**src/rtl/core/wba_pkg.sv**
```systemverilog
// Package for the white background to alpha block: item types, the per-cell
// divider data type and the widths and arithmetic constants that the modules use.
// No dependencies.
package wba_pkg;

  localparam int unsigned PixW     = 8;
  localparam int unsigned NumLanes = 3;
  localparam int unsigned DivSteps = PixW;

  localparam logic [PixW-1:0] PixMax  = 8'd255;
  localparam logic [PixW-1:0] PixHalf = 8'd127;

  // x / 255 == (x * 32897) >> 23 for every 16-bit x.
  localparam logic [15:0] Recip255      = 16'd32897;
  localparam int unsigned Recip255Shift = 23;

  typedef struct packed {
    logic [PixW-1:0] red_in;
    logic [PixW-1:0] green_in;
    logic [PixW-1:0] blue_in;
    logic [PixW-1:0] alpha_in;
  } pix_in_t;

  typedef struct packed {
    logic [PixW-1:0] red_out;
    logic [PixW-1:0] green_out;
    logic [PixW-1:0] blue_out;
    logic [PixW-1:0] alpha_out;
  } pix_out_t;

  // One color lane of the shift-subtract divider. The low byte holds the
  // numerator bits still to be shifted in; quotient bits enter at its bottom.
  typedef struct packed {
    logic [PixW-1:0] rem;
    logic [PixW-1:0] lo;
  } div_lane_t;

  typedef struct packed {
    logic [PixW-1:0] k;
    logic [PixW-1:0] na;
    div_lane_t [NumLanes-1:0] lane;
  } cell_t;

endpackage

```
**src/rtl/core/wba_front.sv**
```systemverilog
// Front end of the white background to alpha block: finds the white level,
// forms the new alpha and the divider numerators over two register stages.
// Depends on wba_pkg.
module wba_front (
  input  logic             clk_i,
  input  logic             rst_ni,
  input  logic             valid_i,
  input  wba_pkg::pix_in_t pix_i,
  output logic             valid_o,
  output wba_pkg::cell_t   cell_o
);
  import wba_pkg::*;

  logic [PixW-1:0] white;
  logic [PixW-1:0] chan [NumLanes];

  logic            va_q;
  logic [PixW-1:0] k_a_d, k_a_q;
  logic [PixW-1:0] diff_a_d [NumLanes];
  logic [PixW-1:0] diff_a_q [NumLanes];
  logic [15:0]     ak_a_d, ak_a_q;

  logic            vb_q;
  cell_t           cell_b_d, cell_b_q;
  logic [31:0]     na_prod;
  logic [15:0]     num [NumLanes];

  assign chan[0] = pix_i.red_in;
  assign chan[1] = pix_i.green_in;
  assign chan[2] = pix_i.blue_in;

  always_comb begin
    logic [PixW-1:0] m;
    m = (chan[0] < chan[1]) ? chan[0] : chan[1];
    white = (m < chan[2]) ? m : chan[2];
    k_a_d = PixMax - white;
    for (int i = 0; i < NumLanes; i++) begin
      diff_a_d[i] = chan[i] - white;
    end
    ak_a_d = 16'(pix_i.alpha_in * k_a_d) + {8'd0, PixHalf};
  end

  always_ff @(posedge clk_i or negedge rst_ni) begin
    if (!rst_ni) begin
      va_q <= 1'b0;
    end else begin
      va_q <= valid_i;
    end
  end

  always_ff @(posedge clk_i) begin
    k_a_q    <= k_a_d;
    diff_a_q <= diff_a_d;
    ak_a_q   <= ak_a_d;
  end

  // Second stage: divide the alpha product by 255 and build numerators
  // (diff * 255 + k / 2) for the per-channel dividers.
  always_comb begin
    na_prod     = ak_a_q * Recip255;
    cell_b_d.k  = k_a_q;
    cell_b_d.na = na_prod[Recip255Shift +: PixW];
    for (int i = 0; i < NumLanes; i++) begin
      num[i] = {diff_a_q[i], 8'd0} - {8'd0, diff_a_q[i]} + {9'd0, k_a_q[PixW-1:1]};
      cell_b_d.lane[i].rem = num[i][15:8];
      cell_b_d.lane[i].lo  = num[i][7:0];
    end
  end

  always_ff @(posedge clk_i or negedge rst_ni) begin
    if (!rst_ni) begin
      vb_q <= 1'b0;
    end else begin
      vb_q <= va_q;
    end
  end

  always_ff @(posedge clk_i) begin
    cell_b_q <= cell_b_d;
  end

  assign valid_o = vb_q;
  assign cell_o  = cell_b_q;

endmodule

```
**src/rtl/core/wba_cell.sv**
```systemverilog
// One cell of the divider chain: shifts one numerator bit into each lane's
// remainder, subtracts k when it fits and records one quotient bit.
// Depends on wba_pkg.
module wba_cell (
  input  logic           clk_i,
  input  logic           rst_ni,
  input  logic           valid_i,
  input  wba_pkg::cell_t cell_i,
  output logic           valid_o,
  output wba_pkg::cell_t cell_o
);
  import wba_pkg::*;

  logic  valid_q;
  cell_t cell_d, cell_q;

  always_comb begin
    logic [PixW:0]   trial;
    logic [PixW:0]   diff;
    logic            q_bit;
    cell_d = cell_i;
    for (int i = 0; i < NumLanes; i++) begin
      trial = {cell_i.lane[i].rem, cell_i.lane[i].lo[PixW-1]};
      diff  = trial - {1'b0, cell_i.k};
      q_bit = (trial >= {1'b0, cell_i.k});
      cell_d.lane[i].rem = q_bit ? diff[PixW-1:0] : trial[PixW-1:0];
      cell_d.lane[i].lo  = {cell_i.lane[i].lo[PixW-2:0], q_bit};
    end
  end

  always_ff @(posedge clk_i or negedge rst_ni) begin
    if (!rst_ni) begin
      valid_q <= 1'b0;
    end else begin
      valid_q <= valid_i;
    end
  end

  always_ff @(posedge clk_i) begin
    cell_q <= cell_d;
  end

  assign valid_o = valid_q;
  assign cell_o  = cell_q;

endmodule

```
**src/rtl/core/white_background_to_alpha_top.sv**
```systemverilog
// Top level of the white background to alpha block: front end, a chain of
// divider cells and the output register. Depends on wba_pkg, wba_front and
// wba_cell.
//
// Usage: drive a pixel on pix_i and raise start; the item is taken at any
// rising edge where start is high and busy is low. busy stays low, so a new
// pixel may be taken in every cycle, one pixel per cycle sustained.
// Each pixel goes through two front stages (white level, alpha product,
// alpha / 255 and numerators), eight divider cells that each produce one
// quotient bit for all three colors at once, and the output register.
// The result appears on pix_o with out_valid_o high for exactly one cycle,
// after the two front stages, the eight divider cells and the output
// register; results keep input order.
// The receiver has no way to hold results off and must take each one in
// the cycle it is shown. Reset clears all valid flags, so no result is
// shown until a new item arrives; no state carries from pixel to pixel.
// A pixel whose new alpha is zero, pure white included, comes out as zero.
module white_background_to_alpha_top (
  input  logic              clk_i,
  input  logic              rst_ni,
  input  logic              start,
  output logic              busy,
  input  wba_pkg::pix_in_t  pix_i,
  output logic              out_valid_o,
  output wba_pkg::pix_out_t pix_o
);
  import wba_pkg::*;

  logic  chain_valid [DivSteps+1];
  cell_t chain_cell  [DivSteps+1];

  logic     out_valid_q;
  pix_out_t pix_d, pix_q;

  assign busy = 1'b0;

  wba_front u_front (
    .clk_i   (clk_i),
    .rst_ni  (rst_ni),
    .valid_i (start & ~busy),
    .pix_i   (pix_i),
    .valid_o (chain_valid[0]),
    .cell_o  (chain_cell[0])
  );

  for (genvar g = 0; g < DivSteps; g++) begin : g_cell
    wba_cell u_cell (
      .clk_i   (clk_i),
      .rst_ni  (rst_ni),
      .valid_i (chain_valid[g]),
      .cell_i  (chain_cell[g]),
      .valid_o (chain_valid[g+1]),
      .cell_o  (chain_cell[g+1])
    );
  end

  // A zero alpha also covers k equal to zero, where the quotients are junk.
  always_comb begin
    if (chain_cell[DivSteps].na == '0) begin
      pix_d = '0;
    end else begin
      pix_d.red_out   = chain_cell[DivSteps].lane[0].lo;
      pix_d.green_out = chain_cell[DivSteps].lane[1].lo;
      pix_d.blue_out  = chain_cell[DivSteps].lane[2].lo;
      pix_d.alpha_out = chain_cell[DivSteps].na;
    end
  end

  always_ff @(posedge clk_i or negedge rst_ni) begin
    if (!rst_ni) begin
      out_valid_q <= 1'b0;
    end else begin
      out_valid_q <= chain_valid[DivSteps];
    end
  end

  always_ff @(posedge clk_i) begin
    pix_q <= pix_d;
  end

  assign out_valid_o = out_valid_q;
  assign pix_o       = pix_q;

  // A transparent result carries no color.
  a_zero_alpha_clears: assert property (@(posedge clk_i) disable iff (!rst_ni)
    (out_valid_o && pix_o.alpha_out == '0) |->
      (pix_o.red_out == '0 && pix_o.green_out == '0 && pix_o.blue_out == '0))
    else $error("transparent result has nonzero color");

  // The channel that set the white level always comes out as zero.
  a_white_channel_zero: assert property (@(posedge clk_i) disable iff (!rst_ni)
    out_valid_o |->
      (pix_o.red_out == '0 || pix_o.green_out == '0 || pix_o.blue_out == '0))
    else $error("no color channel is zero after white removal");

  // After the last cell every lane's remainder is below the divisor.
  a_rem_below_k: assert property (@(posedge clk_i) disable iff (!rst_ni)
    (chain_valid[DivSteps] && chain_cell[DivSteps].k != '0) |->
      (chain_cell[DivSteps].lane[0].rem < chain_cell[DivSteps].k &&
       chain_cell[DivSteps].lane[1].rem < chain_cell[DivSteps].k &&
       chain_cell[DivSteps].lane[2].rem < chain_cell[DivSteps].k))
    else $error("divider remainder not reduced below k");

  // An item entering the chain leaves it after passing through all the cells.
  a_chain_delay: assert property (@(posedge clk_i) disable iff (!rst_ni)
    $rose(chain_valid[0]) |-> ##8 chain_valid[DivSteps])
    else $error("item lost in the divider chain");

endmodule

```
**config.mk**
```make
export PLATFORM = sky130hd
export DESIGN_NAME = white_background_to_alpha_top
export DESIGN_NICKNAME = d
export VERILOG_FILES = /design/src/rtl/core/wba_pkg.sv /design/src/rtl/core/wba_front.sv /design/src/rtl/core/wba_cell.sv /design/src/rtl/core/white_background_to_alpha_top.sv
export SDC_FILE = /design/constraint.sdc
export NUM_CORES = 1
export LEC_CHECK = 0
export ABC_AREA = 1
export BUFFER_PORTS_ARGS = -buffer_cell sky130_fd_sc_hd__buf_4
export CAP_MARGIN = 10
export CORE_UTILIZATION = 55
export DETAILED_ROUTE_END_ITERATION = 8
export GPL_ROUTABILITY_DRIVEN = 0
export PLACE_DENSITY = 0.8
export SLEW_MARGIN = 5
export SYNTH_ARGS = -nofsm -noshare
export SYNTH_HDL_FRONTEND = slang
export SYNTH_SLANG_ARGS = --single-unit
```
**constraint.sdc**
```tcl
create_clock -name clk_i -period 5.3 [get_ports clk_i]
set_input_delay 1.06 -clock clk_i [delete_from_list [all_inputs] [get_ports clk_i]]
set_output_delay 1.06 -clock clk_i [all_outputs]
set_load 0.02 [all_outputs]
```
# Word level (Yosys, flattened, before mapping)
# Index checks and enable logic that the tools add are counted.
# totals
ff_bits	635
# classes
n_reduce_logical	1
n_addsub	32
n_lt_le_gt_ge	26
mux	23
mul	2
# ops
operator	count
>= comparator 9 x 8 -> 1 bit	24
subtractor 8 bit	24
two-way mux 8 bit	23
adder 16 x 7 -> 16 bit	3
subtractor 16 x 8 -> 16 bit	3
multiplier 16 x 16 -> 31 bit (second input constant)	1
adder 16 x 7 -> 16 bit (second input constant)	1
< comparator 8 bit	2
multiplier 8 x 8 -> 16 bit	1
zero test 8 bit	1
subtractor 8 bit (first input constant)	1

# Longest topological paths before layout
# Gate-level depths: netlist of the first run.
# depth
depth_word	7
ltp_mapped	42
mapped_depth_nobuf	41

# Modules after synthesis
# A second synthesis of the first run with hierarchy kept.
# hier_totals
cells_unflattened	4085
area_unflattened_um2	33699.8
# by_module_without_submodules
mod	seq_area_each_um2	area_per_inst_um2	instances	cells_per_inst
wba_cell (g_cell[0].u_cell ...)	1306.3	3074.2	5	379
wba_cell (g_cell[3].u_cell ...)	1306.3	3055.4	3	383
wba_front	2292.2	8216.6	1	941
white_background_to_alpha_top	665.6	945.9	1	100

# Least setup slack after synthesis of the first run
# Ideal clock, no wire load.
# synth_path
path_type	input -> register
start	in pix_i[23] (netlist name)
end	reg u_front.ak_a_q[15]
stages	37
arrival_time_ns	7.220
setup_slack_ns	-2.032
n_path_buf	1
cell_sequence	inv_1 ha_1 nand2_1 o21a_1 nand2_2 buf_2 nor2_1 a21oi_1 ha_1 a21oi_1 nor2_1 a211oi_1 a21boi_4 nand2_1 nand2_2 inv_2 nand2_1 fa_1 inv_1 fa_1 fa_1 inv_1 fa_1 inv_1 ha_1 nand2_1 inv_1 a21oi_1 o21ai_1 a21boi_0 o21ai_1 nand2_1 inv_1 o21ai_1 nand2_1 nand2_1 nand2_1
# synth_via
elab_chain_cells	7
# synth_lines
element	line_no	text
start: declaration	white_background_to_alpha_top.sv:23	input wba_pkg::pix_in_t pix_i,
< comparator 8 bit	wba_front.sv:34	m = (chan[0] < chan[1]) ? chan[0] : chan[1];
two-way mux 8 bit *	wba_front.sv:34	
< comparator 8 bit	wba_front.sv:35	white = (m < chan[2]) ? m : chan[2];
two-way mux 8 bit *	wba_front.sv:35	
subtractor 8 bit *	wba_front.sv:36	k_a_d = PixMax - white;
via u_front.k_a_d[1]	wba_front.sv:18	logic [PixW-1:0] k_a_d, k_a_q;
multiplier 8 x 8 -> 16 bit *	wba_front.sv:40	ak_a_d = 16'(pix_i.alpha_in * k_a_d) + {8'd0, PixHalf};
adder 16 x 7 -> 16 bit *	wba_front.sv:40	
via u_front.ak_a_d[15]	wba_front.sv:21	logic [15:0] ak_a_d, ak_a_q;
end signal: assignment	wba_front.sv:54	ak_a_q <= ak_a_d;
end: declaration	wba_front.sv:21	
# Mark *: on every way through the listed nets, which the timed path passes. The rest lies on a longest branch.
# A chain may end at the register's enable or synchronous reset.

# Final worst setup path of the first run
# layout_path
start	in pix_i[25] (netlist name)
end	reg u_front.ak_a_q[15]
# layout_via
elab_chain_cells	7
# layout_lines
element	line_no
< comparator 8 bit	wba_front.sv:34
two-way mux 8 bit *	wba_front.sv:34
< comparator 8 bit	wba_front.sv:35
two-way mux 8 bit *	wba_front.sv:35
subtractor 8 bit *	wba_front.sv:36
multiplier 8 x 8 -> 16 bit *	wba_front.sv:40
adder 16 x 7 -> 16 bit *	wba_front.sv:40
via u_front.ak_a_d[15]	wba_front.sv:21
# Marks and branches as above.

==> results.yml, run 1 <==
place:
  dpl.cell_count: 3692
  portBuffers: 67
  dp_hpwl_microns: 45700
sta:
  hold_ws_ns: 0.267
  hold_violations: 0
  slew_viol_final: 0
  finalSetupTns_ns: -9.41
  setup_slack_ns: -1.21
  tightest_slew_ns: 1.15
  relSlewSlack_pct: 23.6
  fmax_ghz: 0.154
  timing.final.crit_share_pct: 123
  rsz0062_at_grt: "yes"
  finalSetupViolations: 12
  layout_min_cycle_time_ns: 6.51
  fin_skew_ns: 0.0209
die:
  rows: 81
  die_w_microns: 226
  die_h_microns: 226
  pin_count: 69
  fp.dieArea_sq_um: 51200
  start_util_pct: 56.1
  core_area_sq_um: 49300
finish:
  layout_commonest_cell: "dfxtp_1"
  num_antenna_cells: 0
  mostFrequentLayoutCells: "dfxtp_1, inv_1, nor2_1"
  fin_nets: 3568
  syn2layout_area_growth_pct: 18.1
  drive_gt1_share_pct: 15.8
  fillCellCount: 3526
  instances_no_fill: 3829
clock_tree:
  clk_path_buf_depth: 3
  clk_pin_slew_ns: 0.07
  htree_levels: 2
  cts-hold-fix-buffers: 0
  cts_tree: "built"
  numCtsBuffers: 57
  clock_sinks: 635
  cts_root_buf: "clkbuf_16"
  clock_latency_ns: 0.63
global_routing:
  antenna_found_initial: 0
  grt_util_met3_pct: 3.59
  grt_start_max_net_pins: 25
  grtUsageTotal_pct: 24.1
  grt.met2_usage_pct: 43.0
  grt-ovfl-total: 0
  use_met1_pct: 27.5
  grt_pass1_vias: 21000
  grt-busiest-layer: "met2"
  grt_first_pass_wirelength_microns: 99200
yosys:
  synthMuxAreaShare_pct: 0
  synth_cell_types: 51
  synthAdderAreaFrac_pct: 20.7
  synth-compound-area-share_pct: 9.74
  async_flop_share_pct: 1.73
  synth_xor_area_share_pct: 5.73
  ys.flop_type: "dfxtp_1"
  syn_avg_cell_area_sq_um: 9.56
  yosys.area_share.simple_pct: 11.5
  yosysWarnings: 0
  synth_edf_count: 0
  seq_area_frac_synth_pct: 46.2
  synth-seq-cells: 635
  synthCells: 2892
  syn_area_sq_um: 27600
  synth_top_family_by_area: "adder cells"
  syn-num-nets: 3342
critical_path:
  endpoint_kind: "register"
  critical_path_class: "input pin to register"
  cp_common_cell: "nand2_1"
  startpoint_type: "input pin"
  critPathMaxStageDelay_ns: 0.55
  path_max_fanout: 6
  worstPathArrival_ns: 7.02
  slowest_stage: "fa_1"
  rrSetupSlack_ns: 2.11
  required_ns: 5.81
routing:
  num_vias: 20300
  drtAntennaViolNets: 0
  wl_microns: 62300
  via_per_inst: 5.30
  drtIter0Drc: 1160
  drt-pass1-iter-count: 7
  drc: 0
  wl_per_cell_microns: 16.3
min_path:
  hp-class: "input pin to async pin"
flow_run:
  drv_cap: 0
run_status:
  violations: "negative setup slack"
  status: "complete, but fails checks"
flip-flops by register name (all words and copies together) (netlist names):
| register | cells |
|---|---|
| u_front.va_q | 1 |
| u_front.cell_o | 64 |
| u_front.diff_a_q | 24 |
| u_front.valid_o | 1 |
| u_front.ak_a_q | 16 |
| u_front.k_a_q | 8 |
| pix_o | 32 |
| g_cell.u_cell.cell_o | 480 |
| out_valid_o | 1 |
| g_cell.u_cell.valid_o | 8 |
kinds of logic after synthesis:
kind of cell / count (synthesis)
xor gates and xnor gates: 181
other: 1
adders and majority gates: 415
AOI/OAI and AO/OA: 479
buffers and inverters: 428
and+or+nand+nor: 753
DFF: 635
repair_timing:
item	in CTS	in global routing
resized for setup	65	102
buffers inserted	29	19
pin swaps	58	60
cloned	1	1
endpoints found under the setup margin	12	28
path summary, 6_finish.rpt:
check                                            start                           to  cells past startpoint
max                                          pix_i[25]           u_front.ak_a_q[15]                     39
min                                             rst_ni                  out_valid_o                      1
max reg2reg                         u_front.ak_a_q[13]           u_front.cell_o[55]                     12
min reg2reg                g_cell[4].u_cell.cell_o[32]  g_cell[5].u_cell.cell_o[33]                      0
max in group asynchronous                       rst_ni     g_cell[0].u_cell.valid_o                      1
min in group clk_i         g_cell[4].u_cell.cell_o[32]  g_cell[5].u_cell.cell_o[33]                      0
final cells by class:
class,instances,area (sq um),area share [%]
Multi-Input combinational cell,1831,14000,42.8
Sequential cell,635,12800,39.1
Timing Repair Buffer,198,1580,4.85
Clock buffer,70,1570,4.80
Inverter,395,1530,4.67
Tap cell,664,831,2.55
Clock inverter,36,383,1.17
Yosys cell counts, types with 2 or more instances:
library cell	count	area (sq um)
dfxtp_1	624	12500
inv_1	386	1450
ha_1	346	4330
nor2_1	340	1280
a21oi_1	286	1430
nand2_1	250	938
xor2_1	139	1220
fa_1	69	1380
o21ai_0	65	325
xnor2_1	42	368
nand4_1	34	213
nor3_1	33	165
nand3_1	30	150
o21ai_1	29	145
nand2_2	27	169
a211oi_1	21	158
a21o_1	19	143
buf_4	14	105
o21bai_1	12	90.1
dfrtp_1	11	275
o41ai_1	11	96.3
clkbuf_1	10	37.5
inv_2	9	33.8
nor2_2	9	56.3
a31oi_1	8	50.1
nor4_1	7	43.8
or2_1	6	37.5
buf_2	5	25.0
nand3b_1	5	37.5
o211ai_1	5	37.5
o21ai_2	5	43.8
a211o_1	4	35.0
buf_6	4	45.0
nand3_2	3	30.0
a311oi_1	2	17.5
a31o_2	2	17.5
and2_1	2	12.5
nand2_4	2	22.5
o21a_1	2	15.0
o31ai_1	2	15.0
or2_2	2	12.5
critical path, delay by kind of cell:
family	cells	cell delay (ns)
adders and majority gates	7	2.65
AOI/OAI and AO/OA	9	1.55
buffers and inverters	6	0.52
and+or+nand+nor	17	1.20
layer usage:
layer / share of wire, % / routed length (microns)
met4: 5.4 / 3370
met1: 40 / 25100
met2: 49 / 30700
met5: 0 / 0
met3: 4.8 / 3010
metrics by stage:
| stage | util, % | cell area, sq um | setup slack [ns] |
|---|---|---|---|
| floorplan | - | 27900 | -1.46 |
| global placement | 60.5 | 29800 | -1.53 |
| detailed placement | 60.5 | 29800 | -1.76 |
| CTS | 65.4 | 32200 | -0.854 |
| global route | 66.3 | 32600 | -1.46 |
| finish | 66.3 | 32600 | -1.21 |
Power of run 1 is not shown: default switching activity piles up to over one toggle a cycle in this logic, so the estimate is an artifact.
==> run 2: changes to the inputs <==
ABC_AREA = not set   (was 1)
PLACE_DENSITY = 0.79   (was 0.8)
==> results.yml, run 2 <==
routing:
  wl_microns: 63000
  via_per_inst: 5.42
  wl_per_cell_microns: 17.5
  drtAntennaViolNets: 0
  drc: 0
  drtIter0Drc: 947
  num_vias: 19500
  drt-pass1-iter-count: 5
yosys:
  yosys.area_share.simple_pct: 9.39
  synthMuxAreaShare_pct: 6.43
  synth_edf_count: 0
  async_flop_share_pct: 1.73
  synth_cell_types: 68
  synth_area_leaders: "dfxtp_1, ha_1, fa_1"
  synth_top_family_by_area: "adder cells"
  ys_top_cells_by_count: "dfxtp_1, ha_1, inv_1"
  yosysWarnings: 0
  synthAdderAreaFrac_pct: 20.1
  syn-num-nets: 3089
  synth-compound-area-share_pct: 10.9
  synth_top_cell_by_area: "dfxtp_1"
  synth_top_area_share_pct: 44.0
  synth.most_common_cell: "dfxtp_1"
  syn_avg_cell_area_sq_um: 10.8
  synth_xor_area_share_pct: 4.15
  synthCells: 2639
  synth-seq-cells: 635
  syn_area_sq_um: 28400
  seq_area_frac_synth_pct: 44.9
  ys.flop_type: "dfxtp_1"
finish:
  syn2layout_area_growth_pct: 17.4
  mostFrequentLayoutCells: "dfxtp_1, ha_1, inv_1"
  fin_nets: 3327
  instances_no_fill: 3598
  layout_commonest_cell: "dfxtp_1"
  num_antenna_cells: 0
  largest_register_ffs: 480
  fillCellCount: 3624
  drive_gt1_share_pct: 18.1
run_status:
  violations: "negative setup slack"
  status: "complete, but fails checks"
die:
  die_h_microns: 229
  pin_count: 69
  core_area_sq_um: 50600
  die_w_microns: 229
  rows: 82
  fp.dieArea_sq_um: 52600
  start_util_pct: 56.2
global_routing:
  grt_start_max_net_pins: 25
  antenna_found_initial: 0
  grt_pass1_vias: 20800
  grtUsageTotal_pct: 24.2
  grt_first_pass_wirelength_microns: 103000
  grt-ovfl-total: 0
clock_tree:
  numCtsBuffers: 60
  clk_pin_slew_ns: 0.06
  cts_tree: "built"
  htree_levels: 2
  clk_path_buf_depth: 3
  clock_sinks: 635
  clock_latency_ns: 0.64
  cts-hold-fix-buffers: 0
  cts_root_buf: "clkbuf_16"
sta:
  relSlewSlack_pct: 37.4
  setup_slack_ns: -1.71
  layout_min_cycle_time_ns: 7.01
  fmax_ghz: 0.143
  slew_viol_final: 0
  fin_skew_ns: 0.0445
  rsz0062_at_grt: "yes"
  finalSetupViolations: 13
  finalSetupTns_ns: -16.96
  hold_violations: 0
  timing.final.crit_share_pct: 132
  tightest_slew_ns: 0.938
critical_path:
  startpoint_type: "input pin"
  r2r_cells: 12
  required_ns: 5.83
  critical_path_class: "input pin to register"
  worstPathArrival_ns: 7.54
  path_max_fanout: 8
  endpoint_kind: "register"
place:
  dpl.cell_count: 3465
  dp_hpwl_microns: 46600
  portBuffers: 67
flow_run:
  drv_cap: 0
min_path:
  hp-class: "input pin to async pin"
## run 2: final cells by class
class | instances | area, sq um | area share [%]
clock buffers | 70 | 1610 | 4.83
clock inverters | 41 | 574 | 1.72
inverters | 284 | 1080 | 3.25
multi-input cells | 1703 | 15000 | 44.9
flip-flops and latches | 635 | 12800 | 38.3
well taps | 672 | 841 | 2.52
repair buffers | 193 | 1520 | 4.55
## run 2: kinds of logic after synthesis
logic type | after synthesis
flops | 635
simple gates | 537
compound gates | 456
fa+ha+maj | 415
buf+inv | 301
mux | 161
xor+xnor | 133
other cells | 1
## run 2: timing repair
item	in CTS	in global routing
gates resized for setup	38	24
setup endpoints to repair	13	15
pin swaps	44	22
setup buffers	16	7
## run 2: critical path, stage by stage
cell and delay [ns]:
buf_4 0.12, ha_4 0.25, o21a_4 0.13, nor2_4 0.05
o31ai_4 0.38, buf_4 0.18, mux2_4 0.31, ha_4 0.17
a21o_4 0.20, a211oi_4 0.26, o2bb2ai_2 0.15, a31o_2 0.16
buf_12 0.16, buf_6 0.12, mux2i_4 0.30, and2_4 0.20
fa_1 0.41, fa_1 0.48, fa_1 0.52, inv_1 0.05
fa_1 0.47, inv_1 0.05, ha_2 0.17, or3_1 0.36
a311o_1 0.31, a31o_2 0.23, a21oi_2 0.16, xnor2_1 0.14
## run 2: path summary, 6_finish.rpt
path / startpoint / end / slack (ns)
max in group asynchronous: rst_ni / g_cell[1].u_cell.valid_o / 4.90
worst min register to register: g_cell[1].u_cell.cell_o[33] / g_cell[2].u_cell.cell_o[34] / 0.31
worst max register to register: u_front.ak_a_q[13] / u_front.cell_o[53] / 1.39
min in group clk_i: g_cell[1].u_cell.cell_o[33] / g_cell[2].u_cell.cell_o[34] / 0.31
worst min-delay path: rst_ni / u_front.valid_o / 0.25
worst max-delay path: pix_i[26] / u_front.ak_a_q[12] / -1.71
## run 2: metrics by stage
step	area [sq um]	hold WS [ns]	util, %	worst slack (ns)
3_3_place_gp	30700	0.310	60.7	-2.27
4_1_cts	33200	0.223	65.6	-1.67
2_1_floorplan	28600	0.310	-	-2.00
6_report	33400	0.254	66.0	-1.71
5_1_grt	33400	0.235	66.0	-1.98
3_5_place_dp	30700	0.312	60.7	-2.46
## run 2: per-layer routing
metal / track usage (%) / share of wire [%]
met3: 3.51 / 4.4
met2: 44.4 / 50
met5: 0 / 0
met4: 12.8 / 5.1
met1: 26.8 / 40
Power of run 2 is left out for the same reason.
